### config.mk
export PLATFORM = sky130hd
export DESIGN_NAME = uuencode_stream_encoder_unit
export DESIGN_NICKNAME = d
export VERILOG_FILES = /design/src/uue_pkg.sv /design/src/uue_ctrl.sv /design/src/uue_dpath.sv /design/src/uuencode_stream_encoder_unit.sv
export SDC_FILE = /design/constraint.sdc
export NUM_CORES = 1
export LEC_CHECK = 0
export BUFFER_PORTS_ARGS = -buffer_cell sky130_fd_sc_hd__buf_4
export CAP_MARGIN = 20
export CORE_MARGIN = 2
export CORE_UTILIZATION = 60
export DETAILED_ROUTE_END_ITERATION = 6
export PLACE_DENSITY = 0.88
export SLEW_MARGIN = 5
export SYNTH_ARGS = -nofsm -noshare
export SYNTH_HDL_FRONTEND = slang
export SYNTH_HIERARCHICAL = 1
export SYNTH_SLANG_ARGS = --single-unit
### constraint.sdc
create_clock -name i_clk -period 7.1 [get_ports i_clk]
set_clock_uncertainty 0.2 [all_clocks]
set_input_delay 1.065 -clock i_clk [delete_from_list [all_inputs] [get_ports i_clk]]
set_output_delay 1.065 -clock i_clk [all_outputs]
set_load 0.005 [all_outputs]
### src/uue_pkg.sv
// Shared types, constants and the 6-bit character map for the uuencode stream encoder.
// No dependencies; every module of the block imports this package.
package uue_pkg;

    localparam int LINE_BYTES_DEF = 45;

    localparam logic [7:0] CHAR_NL = 8'h0A;
    localparam logic [7:0] CHAR_BQ = 8'h60;
    localparam logic [7:0] CHAR_SP = 8'h20;
    localparam logic [7:0] CHAR_OFS = 8'h20;

    // configuration register indexes
    localparam logic CFG_OMIT_NL = 1'b0;
    localparam logic CFG_ZERO_BQ = 1'b1;

    // read offsets inside a three-byte group
    localparam logic [1:0] RD_OFF_A = 2'd0;
    localparam logic [1:0] RD_OFF_B = 2'd1;
    localparam logic [1:0] RD_OFF_C = 2'd2;

    localparam logic [7:0] GROUP_BYTES = 8'd3;

    typedef enum logic [2:0] {
        SEL_LEN,
        SEL_G0,
        SEL_G1,
        SEL_G2,
        SEL_G3,
        SEL_NL,
        SEL_ZERO
    } t_char_sel;

    typedef struct packed {
        logic       rd_en;
        logic [1:0] rd_off;
        logic       cap_a;
        logic       cap_b;
        logic       cap_c;
        logic       clr_pos;
        logic       adv_pos;
        logic       load_out;
        t_char_sel  char_sel;
        logic       out_last;
        logic       out_done;
    } t_dp_cmd;

    typedef struct packed {
        logic emit;
        logic groups_done;
        logic out_free;
        logic omit_nl;
    } t_dp_stat;

    function automatic logic [7:0] enc6(input logic [5:0] v, input logic zero_bq);
        logic [7:0] ch;
        begin
            if (v == 6'd0) begin
                ch = zero_bq ? CHAR_BQ : CHAR_SP;
            end else begin
                ch = {2'b00, v} + CHAR_OFS;
            end
            return ch;
        end
    endfunction

endpackage

### src/uue_ctrl.sv
// Sequencer of the uuencode stream encoder: walks a line through length, group fetch,
// group characters, newline and terminating line. Depends on uue_pkg.
module uue_ctrl
    import uue_pkg::*;
(
    input  logic     i_clk,
    input  logic     i_rst_n,
    input  logic     i_acc,
    input  logic     i_final_byte,
    input  t_dp_stat i_stat,
    output logic     o_busy,
    output t_dp_cmd  o_cmd
);

    typedef enum logic [3:0] {
        S_IDLE,
        S_LEN,
        S_F0,
        S_F1,
        S_F2,
        S_C0,
        S_C1,
        S_C2,
        S_C3,
        S_NL,
        S_TERM,
        S_TNL
    } t_state;

    t_state r_state, n_state;
    logic   r_fin, n_fin;

    assign o_busy = (r_state != S_IDLE);

    always_comb begin
        n_state = r_state;
        n_fin   = r_fin;
        o_cmd   = '0;
        o_cmd.char_sel = SEL_LEN;
        case (r_state)
            S_IDLE: begin
                if (i_acc) begin
                    n_fin = i_final_byte;
                    if (i_stat.emit) begin
                        n_state = S_LEN;
                    end
                end
            end
            S_LEN: begin
                o_cmd.char_sel = SEL_LEN;
                o_cmd.clr_pos  = 1'b1;
                if (i_stat.out_free) begin
                    o_cmd.load_out = 1'b1;
                    n_state = S_F0;
                end else begin
                    o_cmd.clr_pos = 1'b0;
                end
            end
            S_F0: begin
                o_cmd.rd_en  = 1'b1;
                o_cmd.rd_off = RD_OFF_A;
                n_state = S_F1;
            end
            S_F1: begin
                o_cmd.rd_en  = 1'b1;
                o_cmd.rd_off = RD_OFF_B;
                o_cmd.cap_a  = 1'b1;
                n_state = S_F2;
            end
            S_F2: begin
                o_cmd.rd_en  = 1'b1;
                o_cmd.rd_off = RD_OFF_C;
                o_cmd.cap_b  = 1'b1;
                n_state = S_C0;
            end
            S_C0: begin
                // read data holds until the next fetch, so capture while waiting
                o_cmd.cap_c    = 1'b1;
                o_cmd.char_sel = SEL_G0;
                if (i_stat.out_free) begin
                    o_cmd.load_out = 1'b1;
                    n_state = S_C1;
                end
            end
            S_C1: begin
                o_cmd.char_sel = SEL_G1;
                if (i_stat.out_free) begin
                    o_cmd.load_out = 1'b1;
                    n_state = S_C2;
                end
            end
            S_C2: begin
                o_cmd.char_sel = SEL_G2;
                if (i_stat.out_free) begin
                    o_cmd.load_out = 1'b1;
                    n_state = S_C3;
                end
            end
            S_C3: begin
                o_cmd.char_sel = SEL_G3;
                if (i_stat.groups_done && i_stat.omit_nl && !r_fin) begin
                    o_cmd.out_last = 1'b1;
                end
                if (i_stat.out_free) begin
                    o_cmd.load_out = 1'b1;
                    o_cmd.adv_pos  = 1'b1;
                    if (!i_stat.groups_done) begin
                        n_state = S_F0;
                    end else if (!i_stat.omit_nl) begin
                        n_state = S_NL;
                    end else if (r_fin) begin
                        n_state = S_TERM;
                    end else begin
                        n_state = S_IDLE;
                    end
                end
            end
            S_NL: begin
                o_cmd.char_sel = SEL_NL;
                o_cmd.out_last = !r_fin;
                if (i_stat.out_free) begin
                    o_cmd.load_out = 1'b1;
                    n_state = r_fin ? S_TERM : S_IDLE;
                end
            end
            S_TERM: begin
                o_cmd.char_sel = SEL_ZERO;
                o_cmd.out_last = i_stat.omit_nl;
                o_cmd.out_done = i_stat.omit_nl;
                if (i_stat.out_free) begin
                    o_cmd.load_out = 1'b1;
                    n_state = i_stat.omit_nl ? S_IDLE : S_TNL;
                end
            end
            S_TNL: begin
                o_cmd.char_sel = SEL_NL;
                o_cmd.out_last = 1'b1;
                o_cmd.out_done = 1'b1;
                if (i_stat.out_free) begin
                    o_cmd.load_out = 1'b1;
                    n_state = S_IDLE;
                end
            end
            default: begin
                n_state = S_IDLE;
            end
        endcase
    end

    always_ff @(posedge i_clk) begin
        if (!i_rst_n) begin
            r_state <= S_IDLE;
            r_fin   <= 1'b0;
        end else begin
            r_state <= n_state;
            r_fin   <= n_fin;
        end
    end

endmodule

### src/uue_dpath.sv
// Datapath of the uuencode stream encoder: line store, fill and group counters,
// group byte registers, configuration registers and the output register. Depends on uue_pkg.
module uue_dpath
    import uue_pkg::*;
#(
    parameter int LINE_BYTES = LINE_BYTES_DEF
) (
    input  logic       i_clk,
    input  logic       i_rst_n,
    input  logic       i_cfg_we,
    input  logic       i_cfg_index,
    input  logic       i_cfg_data,
    input  logic       i_acc,
    input  logic [7:0] i_data_byte,
    input  logic       i_final_byte,
    input  t_dp_cmd    i_cmd,
    input  logic       i_out_stall,
    output t_dp_stat   o_stat,
    output logic       o_out_valid,
    output logic [7:0] o_out_char,
    output logic       o_out_last,
    output logic       o_message_done
);

    localparam int FW = $clog2(LINE_BYTES + 1);
    localparam int AW = $clog2(LINE_BYTES);

    logic [7:0]  mem [LINE_BYTES];
    logic [7:0]  r_rd_data;
    logic        r_rd_zero;

    logic [FW-1:0] r_fill, n_fill;
    logic [FW-1:0] r_len;
    logic [FW-1:0] r_pos;
    logic [7:0]    r_a, r_b, r_c;
    logic          r_omit_nl, r_zero_bq;

    logic          r_out_valid;
    logic [7:0]    r_out_char;
    logic          r_out_last, r_out_done;

    logic [FW:0]   rd_idx;
    logic          rd_hit;
    logic          emit;
    logic [7:0]    rd_byte;
    logic [7:0]    sel_char;

    assign n_fill = r_fill + FW'(1);
    assign emit   = (n_fill == FW'(LINE_BYTES)) || i_final_byte;
    assign rd_idx = {1'b0, r_pos} + (FW + 1)'(i_cmd.rd_off);
    assign rd_hit = rd_idx < {1'b0, r_len};
    // bytes past the line end read as zero padding
    assign rd_byte = r_rd_zero ? 8'd0 : r_rd_data;

    assign o_stat.emit        = emit;
    assign o_stat.groups_done = ({1'b0, r_pos} + (FW + 1)'(GROUP_BYTES)) >= {1'b0, r_len};
    assign o_stat.out_free    = !r_out_valid || !i_out_stall;
    assign o_stat.omit_nl     = r_omit_nl;

    always_comb begin
        case (i_cmd.char_sel)
            SEL_LEN:  sel_char = enc6(6'(r_len), r_zero_bq);
            SEL_G0:   sel_char = enc6(r_a[7:2], r_zero_bq);
            SEL_G1:   sel_char = enc6({r_a[1:0], r_b[7:4]}, r_zero_bq);
            SEL_G2:   sel_char = enc6({r_b[3:0], r_c[7:6]}, r_zero_bq);
            SEL_G3:   sel_char = enc6(r_c[5:0], r_zero_bq);
            SEL_NL:   sel_char = CHAR_NL;
            SEL_ZERO: sel_char = enc6(6'd0, r_zero_bq);
            default:  sel_char = CHAR_NL;
        endcase
    end

    // line store: one write port for input bytes, one registered read port
    always_ff @(posedge i_clk) begin
        if (i_acc) begin
            mem[r_fill[AW-1:0]] <= i_data_byte;
        end
        if (i_cmd.rd_en && rd_hit) begin
            r_rd_data <= mem[rd_idx[AW-1:0]];
        end
    end

    always_ff @(posedge i_clk) begin
        if (!i_rst_n) begin
            r_fill      <= '0;
            r_rd_zero   <= 1'b0;
            r_omit_nl   <= 1'b0;
            r_zero_bq   <= 1'b1;
            r_out_valid <= 1'b0;
        end else begin
            if (i_cfg_we) begin
                case (i_cfg_index)
                    CFG_OMIT_NL: r_omit_nl <= i_cfg_data;
                    CFG_ZERO_BQ: r_zero_bq <= i_cfg_data;
                    default:     r_omit_nl <= r_omit_nl;
                endcase
            end
            if (i_acc) begin
                r_fill <= emit ? '0 : n_fill;
            end
            if (i_cmd.rd_en) begin
                r_rd_zero <= !rd_hit;
            end
            if (i_cmd.load_out) begin
                r_out_valid <= 1'b1;
            end else if (!i_out_stall) begin
                r_out_valid <= 1'b0;
            end
        end
    end

    always_ff @(posedge i_clk) begin
        if (i_acc && emit) begin
            r_len <= n_fill;
        end
        if (i_cmd.clr_pos) begin
            r_pos <= '0;
        end else if (i_cmd.adv_pos) begin
            r_pos <= r_pos + FW'(GROUP_BYTES);
        end
        if (i_cmd.cap_a) begin
            r_a <= rd_byte;
        end
        if (i_cmd.cap_b) begin
            r_b <= rd_byte;
        end
        if (i_cmd.cap_c) begin
            r_c <= rd_byte;
        end
        if (i_cmd.load_out) begin
            r_out_char <= sel_char;
            r_out_last <= i_cmd.out_last;
            r_out_done <= i_cmd.out_done;
        end
    end

    assign o_out_valid    = r_out_valid;
    assign o_out_char     = r_out_char;
    assign o_out_last     = r_out_last;
    assign o_message_done = r_out_done;

endmodule

### src/uuencode_stream_encoder_unit.sv
// Top level of the uuencode stream encoder: sequencer plus datapath.
// Depends on uue_pkg, uue_ctrl and uue_dpath.
//
// Bytes are taken one per cycle while a line is being gathered; a byte that neither fills
// the line nor carries the final flag produces nothing. When the line fills (LINE_BYTES
// bytes) or the final byte arrives, input is stalled while the line is sent: the length
// character, then for each three-byte group three reads through the single read port of
// the line store and four characters through the one-character output register, then the
// newline unless it is omitted, and the terminating line at message end. Sending also waits
// while the output register is held by a stall on the output side. Input is taken again as
// soon as the last character is loaded, while it still waits to be transferred.
module uuencode_stream_encoder_unit
    import uue_pkg::*;
#(
    parameter int LINE_BYTES = LINE_BYTES_DEF
) (
    input  logic       i_clk,
    input  logic       i_rst_n,
    input  logic       i_cfg_we,
    input  logic       i_cfg_index,
    input  logic       i_cfg_data,
    input  logic       i_in_valid,
    output logic       o_in_stall,
    input  logic [7:0] i_data_byte,
    input  logic       i_final_byte,
    output logic       o_out_valid,
    input  logic       i_out_stall,
    output logic [7:0] o_out_char,
    output logic       o_out_last,
    output logic       o_message_done
);

    t_dp_cmd  cmd;
    t_dp_stat stat;
    logic     busy;
    logic     acc;

    assign o_in_stall = busy;
    assign acc        = i_in_valid && !busy;

    uue_ctrl u_ctrl (
        .i_clk        (i_clk),
        .i_rst_n      (i_rst_n),
        .i_acc        (acc),
        .i_final_byte (i_final_byte),
        .i_stat       (stat),
        .o_busy       (busy),
        .o_cmd        (cmd)
    );

    uue_dpath #(
        .LINE_BYTES (LINE_BYTES)
    ) u_dpath (
        .i_clk          (i_clk),
        .i_rst_n        (i_rst_n),
        .i_cfg_we       (i_cfg_we),
        .i_cfg_index    (i_cfg_index),
        .i_cfg_data     (i_cfg_data),
        .i_acc          (acc),
        .i_data_byte    (i_data_byte),
        .i_final_byte   (i_final_byte),
        .i_cmd          (cmd),
        .i_out_stall    (i_out_stall),
        .o_stat         (stat),
        .o_out_valid    (o_out_valid),
        .o_out_char     (o_out_char),
        .o_out_last     (o_out_last),
        .o_message_done (o_message_done)
    );

    a_done_is_last: assert property (@(posedge i_clk) disable iff (!i_rst_n)
        (o_out_valid && o_message_done) |-> o_out_last)
        else $error("message_done without out_last");

    a_final_starts_line: assert property (@(posedge i_clk) disable iff (!i_rst_n)
        (acc && i_final_byte) |=> o_in_stall)
        else $error("final byte did not start line output");

    a_partial_no_stall: assert property (@(posedge i_clk) disable iff (!i_rst_n)
        (acc && !stat.emit) |=> !o_in_stall)
        else $error("partial line stalled input");

    a_load_needs_room: assert property (@(posedge i_clk) disable iff (!i_rst_n)
        cmd.load_out |-> stat.out_free)
        else $error("output register overwritten while stalled");

endmodule

; After elaboration in Yosys (flattened, before gate mapping)
; Memories as Yosys holds them, arrays and structs flattened. A register that Yosys moved wholly into a read port is not among the register bits.
; Cells that the tools add are included.
[totals]
regBits = 61
ram_bits = 360
inputBits = 16
out_inout_bits = 12
word_cells = 121
n_memories = 1
[memory_table]
columns = name, depth, word_bits, rd, rd_clocked_by_memory_dff, wr, line
row1 = u_dpath.mem, 45, 8, 1, 1, 1, uue_dpath.sv:28  ; logic [7:0] mem [LINE_BYTES];
[classes]
addsub = 9
n_lt_le_gt_ge = 2
n_eq_ne = 28
n_mux = 40
bitwise = 1
n_reduce_logical = 25
[op_table]
columns = cell, n
row1 = two-way mux 4 bit, 14
row2 = two-way mux 8 bit, 6
row3 = case mux 4 bit (12 select lines), 1
row4 = case mux 8 bit (6 select lines), 1
row5 = adder 6 x 6 -> 7 bit (second input constant), 5
row6 = logical NOT 6 bit, 5
row7 = case mux 4 bit (7 select lines), 1
row8 = equality test 4 x 3 -> 1 bit (second input constant), 4
row9 = equality test 4 bit (second input constant), 4
row10 = != test 2 bit (second input constant), 8
row11 = two-way mux 1 bit, 11
row12 = AND reduction 10 bit, 1
row13 = case mux 3 bit (3 select lines), 1
row14 = equality test 4 x 2 -> 1 bit (second input constant), 2
row15 = adder 6 x 2 -> 7 bit, 1
row16 = adder 6 x 2 -> 7 bit (second input constant), 1
row17 = greater-or-equal comparator 7 x 6 -> 1 bit, 1
row18 = < comparator 7 x 6 -> 1 bit, 1
row19 = two-way mux 7 bit, 1
row20 = adder 6 x 1 -> 6 bit (second input constant), 1
row21 = adder 6 x 2 -> 6 bit (second input constant), 1
row22 = equality test 3 x 2 -> 1 bit (second input constant), 2
row23 = equality test 3 bit (second input constant), 2
row24 = equality test 6 bit (second input constant), 1
row25 = other kinds (16), 29

; Logic depth before layout (Yosys ltp)
[depth]
depth_word = 6
depth_mapped = 14
mapped_depth_nobuf = 13

; By module
; Netlist, hierarchy kept.
[by_module_without_submodules]
columns = module, n_inst, cells_per_inst, area_per_inst_um2
row1 = uue_dpath, 1, 922, 17150.2
row2 = uue_ctrl, 1, 79, 560.5
row3 = uuencode_stream_encoder_unit, 1, 1, 13.8

; Worst setup path before layout
; OpenSTA, ideal clock, no wires.
[synth_timing]
path_type = register -> register
startpoint = register u_ctrl.r_state[0]
endpoint = register u_dpath.r_rd_data[0] (read register of u_dpath.mem) (enable)
setup_time_ns = 0.314
arrival_ns = 3.125
t_required_ns = 6.586
setup_slack_ns = 3.461
path_stages_with_launch = 14
n_path_buf = 3
cell_sequence = dfxtp_1 -> buf_2 -> inv_1 -> nand3_1 -> nor2_1 -> buf_4 -> fa_1 -> xnor2_4 -> inv_2 -> buf_2 -> ha_1 -> a21o_1 -> a211oi_1 -> o221a_2
[synth_rtl]
columns = item, line
row1 = from (decl), uue_ctrl.sv:30  ; t_state r_state, n_state;
row2 = from (signal assigned), uue_ctrl.sv:155  ; r_state <= n_state;
row3 = to (decl), uue_dpath.sv:29  ; logic [7:0] r_rd_data;

; Final worst setup path
[layout_timing]
startpoint = register u_ctrl.r_state[1]
endpoint = register u_dpath.r_rd_data[1] (read register of u_dpath.mem) (enable)
[layout_via]
elab_chain_cells = 5
[layout_rtl]
columns = item, line
row1 = equality test 4 x 3 -> 1 bit / equality test 4 x 2 -> 1 bit (equally long branches), uue_ctrl.sv:40  ; case (r_state)
row2 = case mux 3 bit (3 select lines) (*), uue_ctrl.sv:40
row3 = adder 6 x 2 -> 7 bit, uue_dpath.sv:50  ; assign rd_idx = {1'b0, r_pos} + (FW + 1)'(i_cmd.rd_off);
row4 = < comparator 7 x 6 -> 1 bit, uue_dpath.sv:51  ; assign rd_hit = rd_idx < {1'b0, r_len};
row5 = logical AND 1 bit, uue_dpath.sv:78  ; if (i_cmd.rd_en && rd_hit) begin
; Every way passes the cells marked *; elsewhere a longest branch is shown, timed or not.
; A chain may end at the register's enable or synchronous reset.

==> results_dict.tcl <==
set metrics [dict create \
    status "completed" \
    grt_pass1_vias 9685 \
    die_width_um 175.9 \
    drt-initial-drc-count 1448 \
    ys_ff_latch 428 \
    numCtsBuffers 42 \
    cts.sinks 428 \
    fin_crit_ns 4.903 \
    dr.pass1.iters 7 \
    crit_required_ns 7.11 \
    drive_gt1_share_pct 20.08 \
    root_buffer "clkbuf_16" \
    cts_setup_buffers 0 \
    nets 1058 \
    maxCapViolations 0 \
    cp_slowest_cell "nor2_1" \
    yosysSeqAreaShare_pct 71.33 \
    vdd_ir_drop_max_mv 0.2220 \
    vias_per_cell 6.756 \
    syn_area_mm2 0.01772 \
    mostFrequentLayoutCells "edfxtp_1 (407), mux4_2 (96), nor2_1 (82), nand2_1 (68), clkbuf_16 (42)" \
    boundaryPins 28 \
    clkTransAtPathRegs_ns 0.06 \
    dieArea_mm2 0.03093 \
    crit_arrival_ns 4.91 \
    ys_types 58 \
    hold_ws_ns 0.3275 \
    grt_max_degree 53 \
    path_cells "inv_1 > nand3_1 > nor2_1 > fa_4 > xnor2_4 > buf_4 > inv_2 > ha_1 > a21o_1 > a211oi_1 > o221a_2" \
    leakage_nw 6.219 \
    mostFrequentLayoutCell "edfxtp_1" \
    fillers 1708 \
    hold_depth 2 \
    finalHoldViolCount 0 \
    hold_buffers 0 \
    gp_congestion 0.8973 \
    cts_resized 0 \
    syn-instance-count 1002 \
    final_util_pct 68.18 \
    path_class "reg -> reg" \
    reg2reg_depth 11 \
    fin_tns_setup_ns 0 \
    cts_tree "done" \
    fmax_mhz 203.9 \
    wl_per_cell_um 28.21 \
    yosys_warnings 6 \
    hp-class "reg -> reg" \
    fp-row-count 62 \
    drc 0 \
    start_kind "flip-flop" \
    syn_nets 1035 \
    async_reset_ff_share_pct 0 \
    initial_core_util_pct 61.42 \
    htreeDepth 2 \
    drv_slew 0 \
    core_area_mm2 0.02886 \
    antenna_found_initial 1 \
    overflow 0 \
    synth-edff-count 407 \
    dr_total_vias 9728 \
    worst_setup_path_end_kind "flip-flop" \
    dp_hpwl_mm 22.98 \
    relSlewSlack_pct 28.79 \
    rsz0062_at_grt "no" \
    antenna_cells 0 \
    portBuffers 26 \
    die_h_um 175.9 \
    cellPowerDensity_mw_per_mm2 296.7 \
    setup_viol 0 \
    insertion_delay_ns 0.56 \
    syn_avg_cell_area_um2 17.69 \
    cts_buffer_depth 3 \
    fin_area_mm2 0.01968 \
    synth-main-ff-cell "edfxtp_1" \
    slowest_delay_ns 0.72 \
    syn_to_final_growth_pct 11.01 \
    drtAntennaViolNets 0 \
    gr-usage-all-layers_pct 27.20 \
    place_area_mm2 0.01817 \
    drt_wl_total_mm 40.62 \
    period_share_pct 69.06 \
    tightestPinTransition_ns 1.064 \
    crit_fanout 33 \
    grt_pass1_wl_mm 61.82 \
]
per-layer routing:
metal | routed length, um | GRT usage (%)
met1 | 14800 | 36.42
met2 | 20300 | 45.19
met3 | 3835 | 4.978
met4 | 1675 | 10.37
met5 | 10 | 0
cells by family (layout without fill, tap and decap cells):
kind of cell	after synthesis	in the layout	synth area share, %
buffers and inverters	83	137	2.414
flip-flops	428	428	71.33
AND/OR/NAND/NOR	228	228	6.014
AO/OA/AOI/OAI	99	99	4.002
multiplexers	125	125	13.84
adder cells (fa/ha/maj)	17	17	1.242
XOR/XNOR	21	21	1.144
other	1	1	0.02116
path summary, 6_finish.rpt:
kind,from,end,slack [ns]
setup / recovery,u_ctrl/r_state[1]$_SDFFE_PN0P_,u_dpath/r_rd_data[1]$_DFFE_PP_,2.20
hold / removal,u_dpath/o_out_valid$_SDFFE_PN0P_,u_dpath/o_out_valid$_SDFFE_PN0P_,0.33
setup reg to reg,u_ctrl/r_state[1]$_SDFFE_PN0P_,u_dpath/r_rd_data[1]$_DFFE_PP_,2.20
hold reg to reg,u_dpath/o_out_valid$_SDFFE_PN0P_,u_dpath/o_out_valid$_SDFFE_PN0P_,0.33
area by class of cell:
| class | count | area, um^2 | area share, % |
|---|---|---|---|
| inverter | 28 | 105.1 | 0.5342 |
| sequential | 428 | 12640 | 64.25 |
| multi-input combinational | 491 | 4690 | 23.83 |
| clock buffer | 44 | 1059 | 5.380 |
| tap | 384 | 480.5 | 2.442 |
| timing repair buffer | 34 | 252.7 | 1.285 |
| clock inverter | 31 | 446.7 | 2.270 |
registers in the layout (all words and copies together) (netlist names):
register / cells
u_dpath/mem: 360
u_dpath/r_a: 8
u_dpath/r_b: 8
u_dpath/r_c: 8
u_dpath/r_rd_data: 8
u_dpath/o_out_char: 7
u_dpath/r_fill: 6
u_dpath/r_len: 6
u_dpath/r_pos: 6
u_ctrl/r_state: 4
u_ctrl/r_fin: 1
u_dpath/o_message_done: 1
u_dpath/o_out_last: 1
u_dpath/o_out_valid: 1
u_dpath/r_omit_nl: 1
u_dpath/r_rd_zero: 1
u_dpath/r_zero_bq: 1
stage by stage:
step,total power [mW],std cells,setup WS [ns]
3_5_place_dp,3.447,1365,2.276
2_1_floorplan,3.275,1002,3.461
3_3_place_gp,3.419,1362,2.149
6_report,5.837,1440,2.197
4_1_cts,5.859,1440,2.233
5_1_grt,5.998,1440,1.973
cells in the mapped netlist, types with 7 or more instances:
cell type,number,share of area (%)
ha_1,16,1.1
inv_1,27,0.57
buf_2,18,0.51
a31oi_1,7,0.25
o31ai_1,9,0.38
a32o_1,17,0.96
a21oi_1,15,0.42
buf_4,15,0.64
nand3_1,17,0.48
clkbuf_1,14,0.30
xnor2_1,8,0.40
dfxtp_1,21,2.4
xor2_1,12,0.59
mux2i_1,29,1.6
o21ai_0,16,0.45
nor2_1,82,1.7
nand2b_1,12,0.42
nor2b_1,15,0.53
mux4_2,96,12
nand2_1,68,1.4
edfxtp_1,407,69
worst max-delay path, delay by kind of cell, from the launching register on:
kind | cells | cell delay (ns)
buffers and inverters | 3 | 1.08
DFF | 1 | 0.51
AOI/OAI and AO/OA | 3 | 0.89
and+or+nand+nor | 2 | 0.83
xor gates and xnor gates | 1 | 0.12
adders and majority gates | 2 | 0.93
power breakdown:
part,internal [mW],switching (mW),total (mW)
logic,0.199,0.301,0.501
registers,2.85,0.0581,2.91
clock network,1.46,0.965,2.42
total,4.51,1.32,5.84
Power figures use the tool's default switching activity.
